### src/shp_pkg.sv
// shared types and constants for the server hello parser
`default_nettype none

package shp_pkg;

  typedef struct packed {
    logic [7:0] data_byte;
    logic       last_byte;
  } in_t;

  typedef struct packed {
    logic [3:0]  status;
    logic [15:0] hello_version;
    logic [15:0] chosen_cipher;
    logic [7:0]  compression_method;
    logic        random_valid;
    logic [63:0] random_piece;
    logic [1:0]  piece_index;
    logic        last_piece;
  } out_t;

  // byte write into the random memory
  typedef struct packed {
    logic       en;
    logic [1:0] row;
    logic [2:0] lane;
    logic [7:0] data;
  } wr_t;

  // header snapshot handed to the result stage on a final byte
  typedef struct packed {
    logic        launch;
    logic [3:0]  status;
    logic [15:0] version;
    logic [15:0] cipher;
    logic [7:0]  compress;
    logic        rand_ok;
  } job_t;

  localparam logic [3:0] ST_OK          = 4'd0;
  localparam logic [3:0] ST_SHORT_HDR   = 4'd1;
  localparam logic [3:0] ST_BAD_TYPE    = 4'd2;
  localparam logic [3:0] ST_SHORT_HS    = 4'd3;
  localparam logic [3:0] ST_NOT_HELLO   = 4'd4;
  localparam logic [3:0] ST_SHORT_BUF   = 4'd5;
  localparam logic [3:0] ST_HS_SHORT    = 4'd6;
  localparam logic [3:0] ST_TRUNCATED   = 4'd7;
  localparam logic [3:0] ST_CIPHER_MISS = 4'd8;

  localparam logic [7:0]  CONTENT_HANDSHAKE = 8'd22;
  localparam logic [7:0]  SERVER_HELLO      = 8'd2;
  localparam logic [15:0] CIPHER_RESET      = 16'h002F;

  localparam int POS_TYPE      = 0;
  localparam int POS_HS_TYPE   = 5;
  localparam int POS_LEN_FIRST = 6;
  localparam int POS_LEN_LAST  = 8;
  localparam int POS_VER_FIRST = 9;
  localparam int POS_VER_LAST  = 10;
  localparam int POS_RND_FIRST = 11;
  localparam int POS_RND_LAST  = 42;
  localparam int POS_SID_LEN   = 43;
  localparam int POS_SUITE     = 44;

  localparam int MIN_TOTAL_HDR = 5;
  localparam int MIN_TOTAL_HS  = 9;
  localparam int MIN_BODY      = 35;
  localparam int MIN_BODY_TAIL = 38;

endpackage

`default_nettype wire

### src/shp_emit.sv
// random memory and four-beat result stage
`default_nettype none

module shp_emit (
  input  wire logic          clk,
  input  wire logic          rst_n,
  input  wire shp_pkg::wr_t  wr,
  input  wire shp_pkg::job_t job,
  output logic               free,
  output logic               out_valid,
  input  wire logic          out_stall,
  output shp_pkg::out_t      out_data
);

  logic [63:0] mem [4];
  logic [63:0] rd_r;

  logic        vld_r, vld_nxt;
  logic [1:0]  k_r, k_nxt;
  logic [3:0]  st_r;
  logic [15:0] ver_r;
  logic [15:0] cip_r;
  logic [7:0]  cmp_r;
  logic        rv_r;
  logic        done;

  assign done = vld_r && !out_stall && (k_r == 2'd3);
  assign free = !vld_r || done;

  always_comb begin
    vld_nxt = vld_r;
    k_nxt   = k_r;
    if (job.launch) begin
      vld_nxt = 1'b1;
      k_nxt   = 2'd0;
    end else if (vld_r && !out_stall) begin
      if (k_r == 2'd3) begin
        vld_nxt = 1'b0;
      end else begin
        k_nxt = k_r + 2'd1;
      end
    end
  end

  always_ff @(posedge clk) begin
    if (wr.en) begin
      mem[wr.row][{~wr.lane, 3'b000} +: 8] <= wr.data;
    end
    rd_r <= mem[k_nxt];
  end

  always_ff @(posedge clk) begin
    if (!rst_n) begin
      vld_r <= 1'b0;
      k_r   <= 2'd0;
    end else begin
      vld_r <= vld_nxt;
      k_r   <= k_nxt;
    end
  end

  always_ff @(posedge clk) begin
    if (job.launch) begin
      st_r  <= job.status;
      ver_r <= job.version;
      cip_r <= job.cipher;
      cmp_r <= job.compress;
      rv_r  <= job.rand_ok;
    end
  end

  assign out_valid                   = vld_r;
  assign out_data.status             = st_r;
  assign out_data.hello_version      = ver_r;
  assign out_data.chosen_cipher      = cip_r;
  assign out_data.compression_method = cmp_r;
  assign out_data.random_valid       = rv_r;
  assign out_data.random_piece       = rv_r ? rd_r : 64'd0;
  assign out_data.piece_index        = k_r;
  assign out_data.last_piece         = (k_r == 2'd3);

  a_no_launch_busy: assert property (@(posedge clk) disable iff (!rst_n)
    job.launch |-> free)
    else $error("new job while results pending");

  a_no_write_busy: assert property (@(posedge clk) disable iff (!rst_n)
    (vld_r && !done) |-> !wr.en)
    else $error("random memory written while results pending");

  a_piece_step: assert property (@(posedge clk) disable iff (!rst_n)
    (vld_r && !out_stall && k_r != 2'd3) |=> (vld_r && k_r == $past(k_r) + 2'd1))
    else $error("piece index skipped");

endmodule

`default_nettype wire

### src/server_hello_parser.sv
// top level: byte-wise server hello record parser
// one byte per cycle if not stalled; final byte yields four result beats starting next cycle
// result beats follow on consecutive cycles unless the output is stalled
// while results are pending, random bytes and another final byte wait (random memory port)
// reset clears the byte count, header fields and result valid; cipher register resets to 0x002F
// the random memory is not cleared; it is only output after a record has written all of it
`default_nettype none

module server_hello_parser #(
  parameter int COUNT_BITS = 17
) (
  input  wire logic         clk,
  input  wire logic         rst_n,
  input  wire logic         in_valid,
  output logic              in_stall,
  input  wire shp_pkg::in_t in_data,
  output logic              out_valid,
  input  wire logic         out_stall,
  output shp_pkg::out_t     out_data,
  input  wire logic         cfg_valid,
  output logic              cfg_ready,
  input  wire logic [15:0]  cfg_data
);

  localparam logic [COUNT_BITS-1:0] CountMax = '1;

  logic [COUNT_BITS-1:0] count_r, count_nxt;
  logic [7:0]  rec_r, rec_nxt;
  logic [7:0]  msg_r, msg_nxt;
  logic [23:0] body_r, body_nxt;
  logic [15:0] ver_r, ver_nxt;
  logic [7:0]  skip_r, skip_nxt;
  logic [15:0] suite_r, suite_nxt;
  logic [7:0]  comp_r, comp_nxt;
  logic [15:0] wanted_r;

  logic [COUNT_BITS-1:0] pos, rel, cs;
  logic [7:0]  b;
  logic        in_acc, can_cap, pos_rand, emit_free;
  logic [24:0] body_avail;
  logic [3:0]  status;
  logic        rand_ok, tail_ok;
  shp_pkg::wr_t  wr;
  shp_pkg::job_t job;

  assign pos       = count_r;
  assign b         = in_data.data_byte;
  assign can_cap   = (count_r != CountMax);
  assign pos_rand  = (pos >= COUNT_BITS'(shp_pkg::POS_RND_FIRST)) &&
                     (pos <= COUNT_BITS'(shp_pkg::POS_RND_LAST));
  assign in_stall  = !emit_free && (in_data.last_byte || pos_rand);
  assign in_acc    = in_valid && !in_stall;
  assign cfg_ready = 1'b1;
  assign rel       = pos - COUNT_BITS'(shp_pkg::POS_RND_FIRST);
  assign cs        = COUNT_BITS'(shp_pkg::POS_SUITE) + COUNT_BITS'(skip_r);

  // capture this byte into the header fields or random memory and advance the byte count
  always_comb begin
    rec_nxt   = rec_r;
    msg_nxt   = msg_r;
    body_nxt  = body_r;
    ver_nxt   = ver_r;
    skip_nxt  = skip_r;
    suite_nxt = suite_r;
    comp_nxt  = comp_r;
    count_nxt = count_r;
    wr.en     = 1'b0;
    wr.row    = rel[4:3];
    wr.lane   = rel[2:0];
    wr.data   = b;
    if (can_cap) begin
      count_nxt = count_r + COUNT_BITS'(1);
      if (pos == COUNT_BITS'(shp_pkg::POS_TYPE)) begin
        rec_nxt = b;
      end else if (pos == COUNT_BITS'(shp_pkg::POS_HS_TYPE)) begin
        msg_nxt = b;
      end else if (pos >= COUNT_BITS'(shp_pkg::POS_LEN_FIRST) &&
                   pos <= COUNT_BITS'(shp_pkg::POS_LEN_LAST)) begin
        body_nxt = {body_r[15:0], b};
      end else if (pos >= COUNT_BITS'(shp_pkg::POS_VER_FIRST) &&
                   pos <= COUNT_BITS'(shp_pkg::POS_VER_LAST)) begin
        ver_nxt = {ver_r[7:0], b};
      end else if (pos_rand) begin
        wr.en = in_acc;
      end else if (pos == COUNT_BITS'(shp_pkg::POS_SID_LEN)) begin
        skip_nxt = b;
      end else if (pos > COUNT_BITS'(shp_pkg::POS_SID_LEN)) begin
        if (pos == cs || pos == cs + COUNT_BITS'(1)) begin
          suite_nxt = {suite_r[7:0], b};
        end else if (pos == cs + COUNT_BITS'(2)) begin
          comp_nxt = b;
        end
      end
    end
  end

  assign body_avail = 25'(count_nxt) - 25'(shp_pkg::MIN_TOTAL_HS);

  // checks in priority order
  always_comb begin
    if (count_nxt < COUNT_BITS'(shp_pkg::MIN_TOTAL_HDR)) begin
      status = shp_pkg::ST_SHORT_HDR;
    end else if (rec_nxt != shp_pkg::CONTENT_HANDSHAKE) begin
      status = shp_pkg::ST_BAD_TYPE;
    end else if (count_nxt < COUNT_BITS'(shp_pkg::MIN_TOTAL_HS)) begin
      status = shp_pkg::ST_SHORT_HS;
    end else if (msg_nxt != shp_pkg::SERVER_HELLO) begin
      status = shp_pkg::ST_NOT_HELLO;
    end else if (body_avail < 25'(body_nxt)) begin
      status = shp_pkg::ST_SHORT_BUF;
    end else if (body_nxt < 24'(shp_pkg::MIN_BODY)) begin
      status = shp_pkg::ST_HS_SHORT;
    end else if (body_nxt < 24'(shp_pkg::MIN_BODY_TAIL) + 24'(skip_nxt)) begin
      status = shp_pkg::ST_TRUNCATED;
    end else if (suite_nxt != wanted_r) begin
      status = shp_pkg::ST_CIPHER_MISS;
    end else begin
      status = shp_pkg::ST_OK;
    end
  end

  assign rand_ok = (status == shp_pkg::ST_OK) || (status == shp_pkg::ST_TRUNCATED) ||
                   (status == shp_pkg::ST_CIPHER_MISS);
  assign tail_ok = (status == shp_pkg::ST_OK) || (status == shp_pkg::ST_CIPHER_MISS);

  assign job.launch   = in_acc && in_data.last_byte;
  assign job.status   = status;
  assign job.version  = rand_ok ? ver_nxt : 16'd0;
  assign job.cipher   = tail_ok ? suite_nxt : 16'd0;
  assign job.compress = tail_ok ? comp_nxt : 8'd0;
  assign job.rand_ok  = rand_ok;

  always_ff @(posedge clk) begin
    if (!rst_n) begin
      wanted_r <= shp_pkg::CIPHER_RESET;
    end else if (cfg_valid && cfg_ready) begin
      wanted_r <= cfg_data;
    end
  end

  always_ff @(posedge clk) begin
    if (!rst_n) begin
      count_r <= '0;
      rec_r   <= '0;
      msg_r   <= '0;
      body_r  <= '0;
      ver_r   <= '0;
      skip_r  <= '0;
      suite_r <= '0;
      comp_r  <= '0;
    end else if (in_acc) begin
      if (in_data.last_byte) begin
        count_r <= '0;
        rec_r   <= '0;
        msg_r   <= '0;
        body_r  <= '0;
        ver_r   <= '0;
        skip_r  <= '0;
        suite_r <= '0;
        comp_r  <= '0;
      end else begin
        count_r <= count_nxt;
        rec_r   <= rec_nxt;
        msg_r   <= msg_nxt;
        body_r  <= body_nxt;
        ver_r   <= ver_nxt;
        skip_r  <= skip_nxt;
        suite_r <= suite_nxt;
        comp_r  <= comp_nxt;
      end
    end
  end

  shp_emit u_emit (
    .clk       (clk),
    .rst_n     (rst_n),
    .wr        (wr),
    .job       (job),
    .free      (emit_free),
    .out_valid (out_valid),
    .out_stall (out_stall),
    .out_data  (out_data)
  );

  a_count_clear: assert property (@(posedge clk) disable iff (!rst_n)
    (in_acc && in_data.last_byte) |=> (count_r == '0))
    else $error("byte count not cleared after final beat");

  a_count_step: assert property (@(posedge clk) disable iff (!rst_n)
    (in_acc && !in_data.last_byte && can_cap) |=> (count_r == $past(count_r) + COUNT_BITS'(1)))
    else $error("byte count did not advance");

  a_rand_fields: assert property (@(posedge clk) disable iff (!rst_n)
    (job.launch && !rand_ok) |-> (job.version == 16'd0 && job.cipher == 16'd0))
    else $error("header fields leaked on failed record");

endmodule

`default_nettype wire
### config.mk
export PLATFORM = sky130hd
export DESIGN_NAME = server_hello_parser
export DESIGN_NICKNAME = d
export VERILOG_FILES = /design/src/shp_pkg.sv /design/src/shp_emit.sv /design/src/server_hello_parser.sv
export SDC_FILE = /design/constraint.sdc
export NUM_CORES = 1
export LEC_CHECK = 0
export BUFFER_PORTS_ARGS = -buffer_cell sky130_fd_sc_hd__buf_2
export CORE_ASPECT_RATIO = 1.2
export CORE_MARGIN = 2
export CORE_UTILIZATION = 60
export DETAILED_ROUTE_END_ITERATION = 6
export GPL_TIMING_DRIVEN = 0
export MAX_ROUTING_LAYER = met4
export PLACE_DENSITY = 0.89
export SLEW_MARGIN = 10
export SYNTH_ARGS = -nofsm -noshare
export SYNTH_HDL_FRONTEND = slang
export SYNTH_HIERARCHICAL = 1
export SYNTH_SLANG_ARGS = --single-unit
### constraint.sdc
create_clock -name clk -period 7.1 [get_ports clk]
set_clock_uncertainty 0.05 [all_clocks]
set_input_delay 0.355 -clock clk [delete_from_list [all_inputs] [get_ports clk]]
set_output_delay 0.355 -clock clk [all_outputs]
set_load 0.03 [all_outputs]
Word-level counts from Yosys, hierarchy flattened:

Memory sizes are Yosys's and may differ from the RTL's. A register that Yosys moved wholly into a read port is not among the register bits.
Cells that the tools add are included.

* register bits: 169
* bits in latches: 0
* bits in writable memories: 256
* bits in read-only memories: 0
* input bits: 30
* output and inout port bits: 115
* logic and storage cells: 148
* memories kept: 1

Memories
* u_emit.mem: depth 4, width 64, rd ports 1, clocked after memory_dff 1, wr ports 1, RTL line shp_emit.sv:15 `logic [63:0] mem [4];`

* $add $sub $neg: 9
* multiply operators: 0
* divide/modulo/power cells: 0
* order comparisons: 12
* equality and inequality tests: 12
* shifts and indexed selects: 2
* multiplexer cells: 72
* bitwise operators: 1
* reductions and logical operators: 23

Operator list (number)
* $mux 16: 16
* $mux 8: 26
* $mux 64: 2
* $mux 24: 5
* $shift 8x8->64 const A: 1
* $shiftx 8x8->64: 1
* $eq 17x10->1: 2
* $ge 17x4->1 const B: 2
* $le 17x4->1 const B: 2
* $mux 17: 2
* $mux 4: 8
* $lt 25x24->1: 1
* $lt 24x6->1 const B: 1
* $lt 24x9->1: 1
* $add 6x8->9 const A: 2
* $sub 17x4->18 const B: 1
* $add 17x1->17 const B: 1
* $eq 17x3->1 const B: 1
* $eq 17x6->1 const B: 1
* $eq 17x9->1: 1
* $ge 17x3->1 const B: 1
* $gt 17x6->1 const B: 1
* $le 17x6->1 const B: 1
* $logic_not 17->1: 1
* other kinds (23): 50

Longest topological paths before layout:

Gate-level depths: netlist of the first run.

* depth in word-level cells: 25
* mapped depth: 25

Modules after synthesis:

The synthesis of the first run kept the hierarchy.

By module, submodules not included
* shp_emit: times used 1, cells an instance 804, area an instance 13794.5 µm²
* server_hello_parser: times used 1, cells an instance 1244, area an instance 9910.8 µm²

Worst setup path after synthesis of the first run:

Ideal clock, no wire load.

* kind: register -> register
* from: reg count_r[10]
* to: reg u_emit.rd_r[10], read port of u_emit.mem
* library setup time: 0.126 ns
* data arrival time: 5.472 ns
* setup slack: 1.452 ns
* stages on the path, launching flop included: 17
* buffers on the path: 6
* period minus slack after synthesis: 5.648 ns
* cell sequence: dfxtp_1 buf_6 or4_4 nor4_2 nand3_1 a31oi_1 o21ai_1 clkbuf_1 clkbuf_1 nor2_1 inv_1 a22o_1 buf_4 buf_8 buf_6 mux2i_1 mux2i_1

RTL lines
* start: declaration: RTL line server_hello_parser.sv:27 `logic [COUNT_BITS-1:0] count_r, count_nxt;`
* start signal: assignment: RTL line server_hello_parser.sv:162 `count_r <= count_nxt;`
* end: declaration: RTL line shp_emit.sv:16 `logic [63:0] rd_r;`

==> results of run 1 <==
-- worst register-to-register path, stage by stage, from the launching register on --
cell and delay [ns]:
sky130_fd_sc_hd__dfxtp_1 0.47, sky130_fd_sc_hd__buf_1 0.45, sky130_fd_sc_hd__inv_1 0.19, sky130_fd_sc_hd__ha_1 0.44, sky130_fd_sc_hd__o21ai_0 0.20, sky130_fd_sc_hd__a21oi_1 0.09
sky130_fd_sc_hd__o32ai_2 0.52, sky130_fd_sc_hd__nand4b_1 0.54, sky130_fd_sc_hd__or3_1 0.51, sky130_fd_sc_hd__a221oi_1 0.30, sky130_fd_sc_hd__o211ai_1 0.15, sky130_fd_sc_hd__ha_1 0.32
sky130_fd_sc_hd__and3_1 0.22, sky130_fd_sc_hd__nand2_1 0.07, sky130_fd_sc_hd__o211ai_1 0.25, sky130_fd_sc_hd__a221oi_2 0.14, sky130_fd_sc_hd__a2111oi_4 0.59, sky130_fd_sc_hd__o2111ai_4 0.31
sky130_fd_sc_hd__a41oi_1 0.41
-- cell type report --
class / instances / area [µm²]
clock inverter: 23 / 292
multi-input combinational: 1376 / 9980
fill: 2624 / 11900
buffer: 139 / 803
antenna: 2 / 5.00
timing repair buffer: 155 / 863
sequential: 489 / 12800
tap: 526 / 658
clock buffer: 65 / 1380
inverter: 44 / 165
-- logic make-up (layout without fill, tap and decap cells) --
| family | Yosys count | in the layout | share of synthesized area |
|---|---|---|---|
| DFF | 489 | 489 | 0.540 |
| xor gates and xnor gates | 71 | 71 | 0.0269 |
| AOI/OAI and AO/OA | 300 | 300 | 0.0957 |
| and+or+nand+nor | 689 | 689 | 0.159 |
| other | 1 | 3 | 0.000158 |
| adders and majority gates | 40 | 40 | 0.0211 |
| muxes | 275 | 275 | 0.117 |
| buffers and inverters | 183 | 426 | 0.0409 |
-- worst paths after layout --
kind	from	endpoint	slack, ns	cells after the start
setup / recovery	count_r[1]	u_emit/st_r[3]	0.66	18
setup reg to reg	count_r[1]	u_emit/st_r[3]	0.66	18
hold / removal	cfg_data[12]	wanted_r[12]	0.02	3
hold reg to reg	body_r[18]	body_r[18]	0.44	2
-- flip-flops by register name, summed over array words and instances, names as in the netlist, 16 cells and up --
register and cells:
u_emit/cip_r 16, body_r 24, count_r 17, u_emit/ver_r 16, ver_r 16, u_emit/rd_r 64
u_emit/mem 256, suite_r 16, wanted_r 16
-- metal layers --
layer  vias up  GRT usage
met5         -          -
met3       250     0.0412
met1      8698      0.384
li1       7919          -
met2      1015      0.517
met4         0      0.178
-- synthesized netlist by cell type (all sizes together), types with 7 or more instances --
master   number
mux2i       265
nand3b        9
buf          62
nand2       134
a2111oi       8
nor3         23
o211ai       16
nor2        107
inv          43
a21oi        53
nor4         15
dfxtp       188
xor2         30
o31ai        12
edfxtp      301
a22oi        42
or4           7
o221ai        9
o21ai        34
or3          28
nor2b        76
ha           40
nand2b       13
xnor2        40
nand4        23
nand3        68
and2        118
a21o          7
a211oi       11
clkbuf       75
a21boi       35
o21a         15
a31oi        12
and3         43
and4          7
mux2         10
-- power by group --
group,internal [W],switching (W),leakage [nW]
Combinational,0.000113,0.000266,4.19
Clock,0.00156,0.00111,0.824
Sequential,0.00303,0.0000153,4.43
-- stage by stage --
stage / utilization / cells / hold WS [ns] / setup TNS (ns) / area [µm²]
after floorplan: - / 2048 / 0.399 / 0 / 23700
after global placement: 0.645 / 2715 / 0.414 / -41.82 / 25100
after detailed placement: 0.647 / 2716 / 0.425 / 0 / 25100
after CTS: 0.693 / 2817 / 0.00104 / 0 / 26900
after global routing: 0.693 / 2818 / 0.0481 / 0 / 26900
final: 0.694 / 2819 / 0.0239 / 0 / 26900
==> implementation parameters, run 1 <==
Parameter                              Value

Worst setup path
  Crit path max fanout    10
  Peak per-stage delay on the critical path    0.59 ns
  Data arrival time of the critical path    6.76 ns
  Cell-by-cell listing of the critical path    buf_1 -> inv_1 -> ha_1 -> o21ai_0 -> a21oi_1 -> o32ai_2 -> nand4b_1 -> or3_1 -> a221oi_1 -> o211ai_1 -> ha_1 -> and3_1 -> nand2_1 -> o211ai_1 -> a221oi_2 -> a2111oi_4 -> o2111ai_4 -> a41oi_1
  Slowest CP cell    sky130_fd_sc_hd__a2111oi_4
  Kind of capture point of the worst setup path    flop
  Crit path max-delay family    compound AO/OA/AOI/OAI gates
  Critical path data required time    7.42 ns
  CP bufs+invs    2
  Worst Path Class, Setup    reg -> reg
  Critical path launch point type    flop

Detailed routing
  Length of routed met3 wiring    5020 µm
  Vias per inst    6.34
  Starting DRT DRC Count    2,080
  Detailed-routing iteration count for the pre-antenna-repair pass    6
  Routed length per placed instance    22.9 µm
  Total detailed-routing wirelength    about 64,000 µm
  Detailed-routed wire length on met2    31,800 µm
  Residual antenna-violating net count after detailed routing    0
  Wire length on met1    roughly 24,000 µm
  Count of vias placed by the detailed router    roughly 18,000
  Highest metal used    met4
  Post-route DRC violation count    0

Finish
  Fraction of layout cells with a size suffix above 1    0.151
  Most frequent cells in the layout    sky130_fd_sc_hd__edfxtp_1, sky130_fd_sc_hd__mux2i_1, sky130_fd_sc_hd__dfxtp_1
  Synthesis-to-finish area growth    13.7%
  Leading cell type in the layout, fill and taps excluded    sky130_fd_sc_hd__edfxtp_1
  Final layout net count    approximately 2,300

GRT
  Vias in the first global route    between 15,000 and 20,000
  GRT Residual Overflow    0
  GR Util All Layers    0.319
  Largest net degree at the start of global routing    31
  Wire length of the first global-routing pass    between 90,000 and 100,000 µm
  Initial antenna violation count    1

Timing
  Hold Vio Cnt, Final    0
  RSZ-0062 raised after global routing    false
  Fmax    155 MHz
  Fraction of the cycle the final worst path needs    0.906
  Tightest slew margin relative to the limit    0.273
  Final setup fails    0
  Post-layout minimum cycle time    6.44 ns
  Actual slew at the worst max-slew pin    ~1.1 ns
  Pins Over Slew Limit    0
  Post-route worst setup slack    0.664 ns

Clock tree
  Master cell of the clock root buffer    sky130_fd_sc_hd__clkbuf_16
  TritonCTS clock tree    done
  PostCTS Resize Cnt    0
  Clock transition at the register clock pins on the worst setup and hold paths after CTS    approximately 0.07 ns
  Max H-tree Level    2
  Post-cts hold buffer count    13
  Post-CTS setup buffer count    0
  Clock sink total    around 500
  Inserted Clock Buffers    47
  Clock insertion delay at the later pin of the skew report    0.60 ns
  Maximum buffer depth of the clock tree    3

Synth
  Share of synthesized registers carrying an async set or reset    0
  Portion of synthesized cell area occupied by the leading cell type    0.381
  Dominant register cell in the synthesized netlist    sky130_fd_sc_hd__edfxtp_1
  Top cell type by total area after synthesis    sky130_fd_sc_hd__edfxtp_1
  Synthesis Warnings    6
  Number of enable-type register cells in the synthesized netlist    301
  Number of nets produced by synthesis    2,118
  Flip-flop and latch count after synthesis    around 490
  Summed instance area of the synthesized netlist    0.0237 mm²
  Cells after Synth    about 2,000
  Count of unique library cells instantiated by Yosys    96
  Synthesized area divided by synthesized cell count    11.6 µm²
  Sequential element share of the synthesized area    0.540
  Biggest area contributors in the synthesized netlist    sky130_fd_sc_hd__edfxtp_1, sky130_fd_sc_hd__dfxtp_1, sky130_fd_sc_hd__mux2i_1, sky130_fd_sc_hd__and2_1, sky130_fd_sc_hd__nand2_1

Floorplanning
  Area inside the core boundary    0.0388 mm²
  Height of the die    around 220 µm
  Number of placement rows    79
  Chip Width    185 µm
  Initial Utilization    0.610
  Overall die area    ~0.041 mm²
  I/O pin total    145

Place
  Pre-CTS WS    0.925 ns
  PortBufs    141
  Gpl congestion    between 0.9 and 1
  Estimated wirelength of the detail-placed design    43,200 µm

Min path
  Path type of the worst min-delay path    in -> reg

Run
  Total of max-cap violations    0

Power
  Largest vdd supply drop    ~0.21 mV
  Leakage power summed over all cells    between 9 and 10 nW
  Total power    0.00609 W
  Areal power density over the cells    226 mW/mm²

Outcome
  Status    completed
(Power assumes the default switching activity.)
==> run 2, diff against run 1 <==
--- a/config.mk
+++ b/config.mk
@@ -8,11 +8,11 @@
 export BUFFER_PORTS_ARGS = -buffer_cell sky130_fd_sc_hd__buf_2
 export CORE_ASPECT_RATIO = 1.2
 export CORE_MARGIN = 2
-export CORE_UTILIZATION = 60
+export CORE_UTILIZATION = 55
 export DETAILED_ROUTE_END_ITERATION = 6
 export GPL_TIMING_DRIVEN = 0
 export MAX_ROUTING_LAYER = met4
-export PLACE_DENSITY = 0.89
+export PLACE_DENSITY = 0.86
 export SLEW_MARGIN = 10
 export SYNTH_ARGS = -nofsm -noshare
 export SYNTH_HDL_FRONTEND = slang
==> constraint.sdc (replaced) <==
create_clock -name clk -period 5.6 [get_ports clk]
set_clock_uncertainty 0.05 [all_clocks]
set_input_delay 0.28 -clock clk [delete_from_list [all_inputs] [get_ports clk]]
set_output_delay 0.28 -clock clk [all_outputs]
set_load 0.03 [all_outputs]
==> implementation parameters, run 2 (synthesis gave the netlist of run 1 again) <==
Parameter                              Value

Worst setup path
  Data arrival time of the critical path    5.72 ns
  Worst reg2reg path depth    13
  Cell-by-cell listing of the critical path    buf_6 -> or4_4 -> nor4_4 -> nand3_1 -> a31oi_1 -> o21ai_1 -> buf_2 -> clkbuf_1 -> clkbuf_1 -> a311oi_1 -> buf_2 -> nand3_1 -> nor2_1
  Critical path launch point type    flop
  Worst R2R Setup Slack    ~0.042 ns
  Crit path max fanout    10
  Startpoint of the worst register-to-register path    count_r[10]
  Kind of capture point of the worst setup path    flop
  Worst setup path startpoint    count_r[10]
  Critical path data required time    between 5 and 6 ns
  End point of the critical path    u_emit/mem[3][37]
  Slowest CP cell    sky130_fd_sc_hd__nor2_1
  Peak per-stage delay on the critical path    0.77 ns
  RR Endpoint    u_emit/mem[3][37]
  Worst Path Class, Setup    reg -> reg

GRT
  Wire length of the first global-routing pass    99,100 µm
  Largest net degree at the start of global routing    31
  GRT Residual Overflow    0
  Initial antenna violation count    1
  GR Util All Layers    0.295
  Vias in the first global route    17,400

Clock tree
  Maximum buffer depth of the clock tree    3
  TritonCTS clock tree    done
  Master cell of the clock root buffer    sky130_fd_sc_hd__clkbuf_16
  Clock transition at the register clock pins on the worst setup and hold paths after CTS    ~0.060 ns
  Clock sink total    489
  Max H-tree Level    2
  Clock insertion delay at the later pin of the skew report    0.60 ns
  Inserted Clock Buffers    47

Timing
  Tightest slew margin relative to the limit    0.290
  Fmax    180 MHz
  Actual slew at the worst max-slew pin    ~1.1 ns
  RSZ-0062 raised after global routing    true
  Pins Over Slew Limit    0
  Final setup fails    0
  Worst hold slack across all endpoints    between 0.15 and 0.2 ns
  Hold Vio Cnt, Final    0
  Fraction of the cycle the final worst path needs    0.993
  Post-layout minimum cycle time    5.56 ns
  Post-route setup TNS    0 ns

Detailed routing
  Count of vias placed by the detailed router    17,700
  Post-route DRC violation count    6
  Residual antenna-violating net count after detailed routing    0
  Total detailed-routing wirelength    66,100 µm
  Detailed-routing iteration count for the pre-antenna-repair pass    7
  Vias per inst    6.18
  Routed length per placed instance    23.1 µm
  Starting DRT DRC Count    1,768

Outcome
  Status    finished, violations left
  Failing checks    DRC

Run
  Total of max-cap violations    0

Floorplanning
  Number of placement rows    83
  I/O pin total    145
  Overall die area    0.0448 mm²
  Initial Utilization    0.555
  Height of the die    between 200 and 250 µm
  Area inside the core boundary    0.0427 mm²
  Chip Width    a little under 200 µm

Finish
  Number of flip-flops in the largest register    between 200 and 300
  Most frequent cells in the layout    sky130_fd_sc_hd__edfxtp_1, sky130_fd_sc_hd__mux2i_1, sky130_fd_sc_hd__dfxtp_1
  Leading cell type in the layout, fill and taps excluded    sky130_fd_sc_hd__edfxtp_1
  Layout filler cell count    3,122
  Synthesis-to-finish area growth    15.1%
  Final layout net count    2,344
  Storage cell area    0.0128 mm²
  Reg with most FFs    u_emit/mem
  Area occupied by multi-input gates    0.0101 mm²
  Largest registers    u_emit/mem: 256 flops, u_emit/rd_r: 64 flops, body_r: 24 flops
  Fraction of layout cells with a size suffix above 1    0.169
  Final instance area    0.0273 mm²
  Count of placed standard cells in the final layout, fillers left out    ~2,900

Place
  Number of cells after detailed placement    roughly 2,700
  Estimated wirelength of the detail-placed design    45,100 µm
  Gpl congestion    0.985
  Instance area at placement    0.0252 mm²
  PortBufs    about 140

Min path
  Path type of the worst min-delay path    in -> reg

Power
  Largest vdd supply drop    0.314 mV
  Areal power density over the cells    284 mW/mm²
  Leakage power summed over all cells    9.55 nW
  Total power    0.00775 W
[run 2: cell types whose count changed in the layout (fill, tap and decap cells not counted), moves of 3 or more]
cell	delta
sky130_fd_sc_hd__nor2_2	+6
sky130_fd_sc_hd__dlygate4sd3_1	+4
sky130_fd_sc_hd__buf_4	+18
sky130_fd_sc_hd__clkbuf_1	-4
sky130_fd_sc_hd__clkinvlp_4	+3
sky130_fd_sc_hd__clkinv_2	+6
sky130_fd_sc_hd__clkbuf_8	-7
sky130_fd_sc_hd__nor2_1	-7
sky130_fd_sc_hd__bufinv_16	+4
[run 2: area by class of cell]
cell class | count | share of cell area
timing repair buffer | 178 | 0.0388
sequential | 489 | 0.469
buffer | 138 | 0.0296
inverter | 44 | 0.00619
multi-input combinational | 1376 | 0.370
antenna | 2 | 0.000183
clock inverter | 32 | 0.0158
clock buffer | 56 | 0.0451
tap | 552 | 0.0253
[run 2: what timing repair did]
| item | CTS | global route |
|---|---|---|
| pin swaps | 4 | 9 |
| hold buffers | 17 | 0 |
| resized for setup | 10 | 31 |
| setup endpoints to repair | 69 | 272 |
| endpoints found under the hold margin | 19 | 0 |
| buffers inserted | 5 | 14 |
[run 2: report_power, final]
group	internal (W)	switching, W
logic	0.000148	0.000338
clock network	0.00200	0.00140
registers	0.00384	0.0000211
total	0.00599	0.00176
[run 2: routing by layer]
| layer | part of all wire | vias to the layer above | GRT usage |
|---|---|---|---|
| met5 | 0 | - | - |
| met4 | 0.054 | 0 | 0.152 |
| met1 | 0.37 | 8586 | 0.344 |
| met3 | 0.080 | 238 | 0.0461 |
| li1 | - | 7955 | - |
| met2 | 0.49 | 925 | 0.494 |
[run 2: through the flow]
step / setup slack, ns / util
CTS: -0.00217 / 0.634
finish: 0.0418 / 0.639
detailed placement: -0.646 / 0.589
global route: -0.0847 / 0.639
floorplan: 0.574 / -
global placement: -0.938 / 0.588
[run 2: worst min-delay path by stage]
stage | from | cells after the start | end | slack (ns)
finish | cfg_valid | 3 | wanted_r[11] | 0.19
global route | cfg_valid | 3 | wanted_r[11] | 0.23
CTS | cfg_valid | 3 | wanted_r[9] | 0.17
detailed placement | body_r[19] | 2 | body_r[19] | 0.42
global placement | body_r[16] | 2 | body_r[16] | 0.42
floorplan | rst_n | 1 | u_emit/k_r[0] | 0.35
[run 2: critical path, delay by kind of cell, from the launching register on]
| kind | cells | cell delay [ns] |
|---|---|---|
| simple gates | 5 | 2.29 |
| buf+inv | 5 | 1.45 |
| compound gates | 3 | 1.06 |
| flops | 1 | 0.32 |
==> run 3, diff against run 2 <==
==> constraint.sdc (replaced) <==
create_clock -name clk -period 5.6 [get_ports clk]
set_clock_uncertainty 0.05 [all_clocks]
set_input_delay 1.12 -clock clk [delete_from_list [all_inputs] [get_ports clk]]
set_output_delay 1.12 -clock clk [all_outputs]
set_load 0.03 [all_outputs]
==> implementation parameters, run 3 (synthesis gave the netlist of run 1 again) <==
Parameter                              Value

Clock tree
  Max H-tree Level    2
  Inserted Clock Buffers    47
  Clock transition at the register clock pins on the worst setup and hold paths after CTS    0.06 ns
  TritonCTS clock tree    done
  Master cell of the clock root buffer    sky130_fd_sc_hd__clkbuf_16
  Clock insertion delay at the later pin of the skew report    roughly 0.60 ns
  Post-cts hold buffer count    0
  Maximum buffer depth of the clock tree    3
  Clock sink total    489

Timing
  Final setup fails    0
  Tightest slew margin relative to the limit    0.277
  Post-layout minimum cycle time    5.54 ns
  Fmax    180 MHz
  Fraction of the cycle the final worst path needs    0.990
  Actual slew at the worst max-slew pin    1.07 ns
  Post-route worst setup slack    0.0554 ns
  Hold Vio Cnt, Final    0
  Worst hold slack across all endpoints    0.439 ns
  RSZ-0062 raised after global routing    true
  Pins Over Slew Limit    0

Detailed routing
  Routed length per placed instance    23.1 µm
  Post-route DRC violation count    0
  Vias per inst    6.21
  Detailed-routing iteration count for the pre-antenna-repair pass    6
  Total detailed-routing wirelength    65,900 µm
  Starting DRT DRC Count    1,825
  Count of vias placed by the detailed router    about 18,000
  Residual antenna-violating net count after detailed routing    0

Worst setup path
  Peak per-stage delay on the critical path    roughly 0.8 ns
  Data arrival time of the critical path    about 5.7 ns
  CP bufs+invs    5
  Worst reg2reg path depth    13
  Critical path launch point type    flop
  Total stage count of the critical path    13
  Startpoint of the worst register-to-register path    count_r[10]
  Cell-by-cell listing of the critical path    buf_6 -> or4_4 -> nor4_4 -> nand3_1 -> a31oi_1 -> o21ai_1 -> buf_2 -> clkbuf_1 -> clkbuf_1 -> a311oi_1 -> buf_2 -> nand3_1 -> nor2_1
  Critical path data required time    between 5 and 6 ns
  End point of the critical path    u_emit/mem[3][37]
  Crit path max-delay family    simple AND/OR/NAND/NOR gates
  Worst setup path startpoint    count_r[10]
  Crit path max fanout    10
  Slowest CP cell    sky130_fd_sc_hd__nor2_1
  RR Endpoint    u_emit/mem[3][37]
  Worst R2R Setup Slack    roughly 0.055 ns
  Kind of capture point of the worst setup path    flop
  Worst Path Class, Setup    reg -> reg

Finish
  Largest registers    u_emit/mem: 256 flops, u_emit/rd_r: 64 flops, body_r: 24 flops
  Most frequent cells in the layout    sky130_fd_sc_hd__edfxtp_1, sky130_fd_sc_hd__mux2i_1, sky130_fd_sc_hd__dfxtp_1
  Fraction of layout cells with a size suffix above 1    0.171
  Final instance area    0.0271 mm²
  Synthesis-to-finish area growth    14.4%
  Reg with most FFs    u_emit/mem
  Final layout net count    2,327
  Leading cell type in the layout, fill and taps excluded    sky130_fd_sc_hd__edfxtp_1
  Number of flip-flops in the largest register    around 260

Floorplanning
  Area inside the core boundary    0.0427 mm²
  Overall die area    0.0448 mm²
  I/O pin total    between 100 and 150
  Chip Width    roughly 190 µm
  Number of placement rows    83
  Initial Utilization    0.555
  Height of the die    231 µm

GRT
  Wire length of the first global-routing pass    98,700 µm
  Largest net degree at the start of global routing    31
  GRT Residual Overflow    0
  GR Util All Layers    0.293
  Vias in the first global route    17,300
  Initial antenna violation count    1

Run
  Total of max-cap violations    0

Outcome
  Status    completed

Power
  Areal power density over the cells    286 mW/mm²
  Leakage power summed over all cells    9.48 nW
  Largest vdd supply drop    0.313 mV

Place
  Gpl congestion    0.985
  Instance area at placement    0.0252 mm²
  Estimated wirelength of the detail-placed design    approximately 45,000 µm
  PortBufs    141
  Pre-CTS WS    -0.646 ns

Min path
  Path type of the worst min-delay path    reg -> reg
## run 3: layout make-up
type | count | area, µm²
clock buffer | 56 | 1230
fill | 3146 | 15600
timing repair buffer | 161 | 888
clock inverter | 32 | 430
sequential | 489 | 12800
buffer | 138 | 807
inverter | 44 | 169
multi-input combinational | 1376 | 10100
antenna | 5 | 12.5
tap | 552 | 691
## run 3: power breakdown
part           internal (W)  switching [W]
Clock               0.00200        0.00140
Combinational      0.000141       0.000336
Sequential          0.00384      0.0000209
## run 3: timing repair
action / in CTS / in global routing
endpoints found under the setup margin: 69 / 282
hold endpoints to repair: 0 / 0
resized for setup: 10 / 31
setup buffers: 5 / 14
pin swaps: 4 / 9
## run 3: layer usage
metal,track usage,vias to the layer above,routed length (µm)
li1,-,7918,-
met1,0.344,8624,24800
met2,0.492,947,32700
met3,0.0454,223,5110
met4,0.151,0,3330
met5,-,-,0
## run 3: how the worst min path moves through the flow
stage                     cells past startpoint         end  slack [ns]        from
after global routing                          2  body_r[19]        0.46  body_r[19]
after global placement                        2  body_r[16]        0.42  body_r[16]
after detailed placement                      2  body_r[19]        0.42  body_r[19]
after floorplan                               2  body_r[16]        0.40  body_r[16]
final                                         2  body_r[19]        0.44  body_r[19]
after CTS                                     2  body_r[19]        0.43  body_r[19]
## run 3: per-stage QoR
step,util,total power (W),TNS [ns],instances
global placement,0.588,0.00438,-72.39,2741
CTS,0.630,0.00776,-0.00217,2834
floorplan,-,0.00423,0,2048
global route,0.635,0.00794,-4.89,2849
finish,0.636,0.00774,0,2853
detailed placement,0.589,0.00440,-25.32,2742
## run 3: worst reg2reg max path: cells and delay by family (launching register included)
family	cells	cell delay, ns
simple gates	5	2.29
buf+inv	5	1.45
compound gates	3	1.07
flops	1	0.32
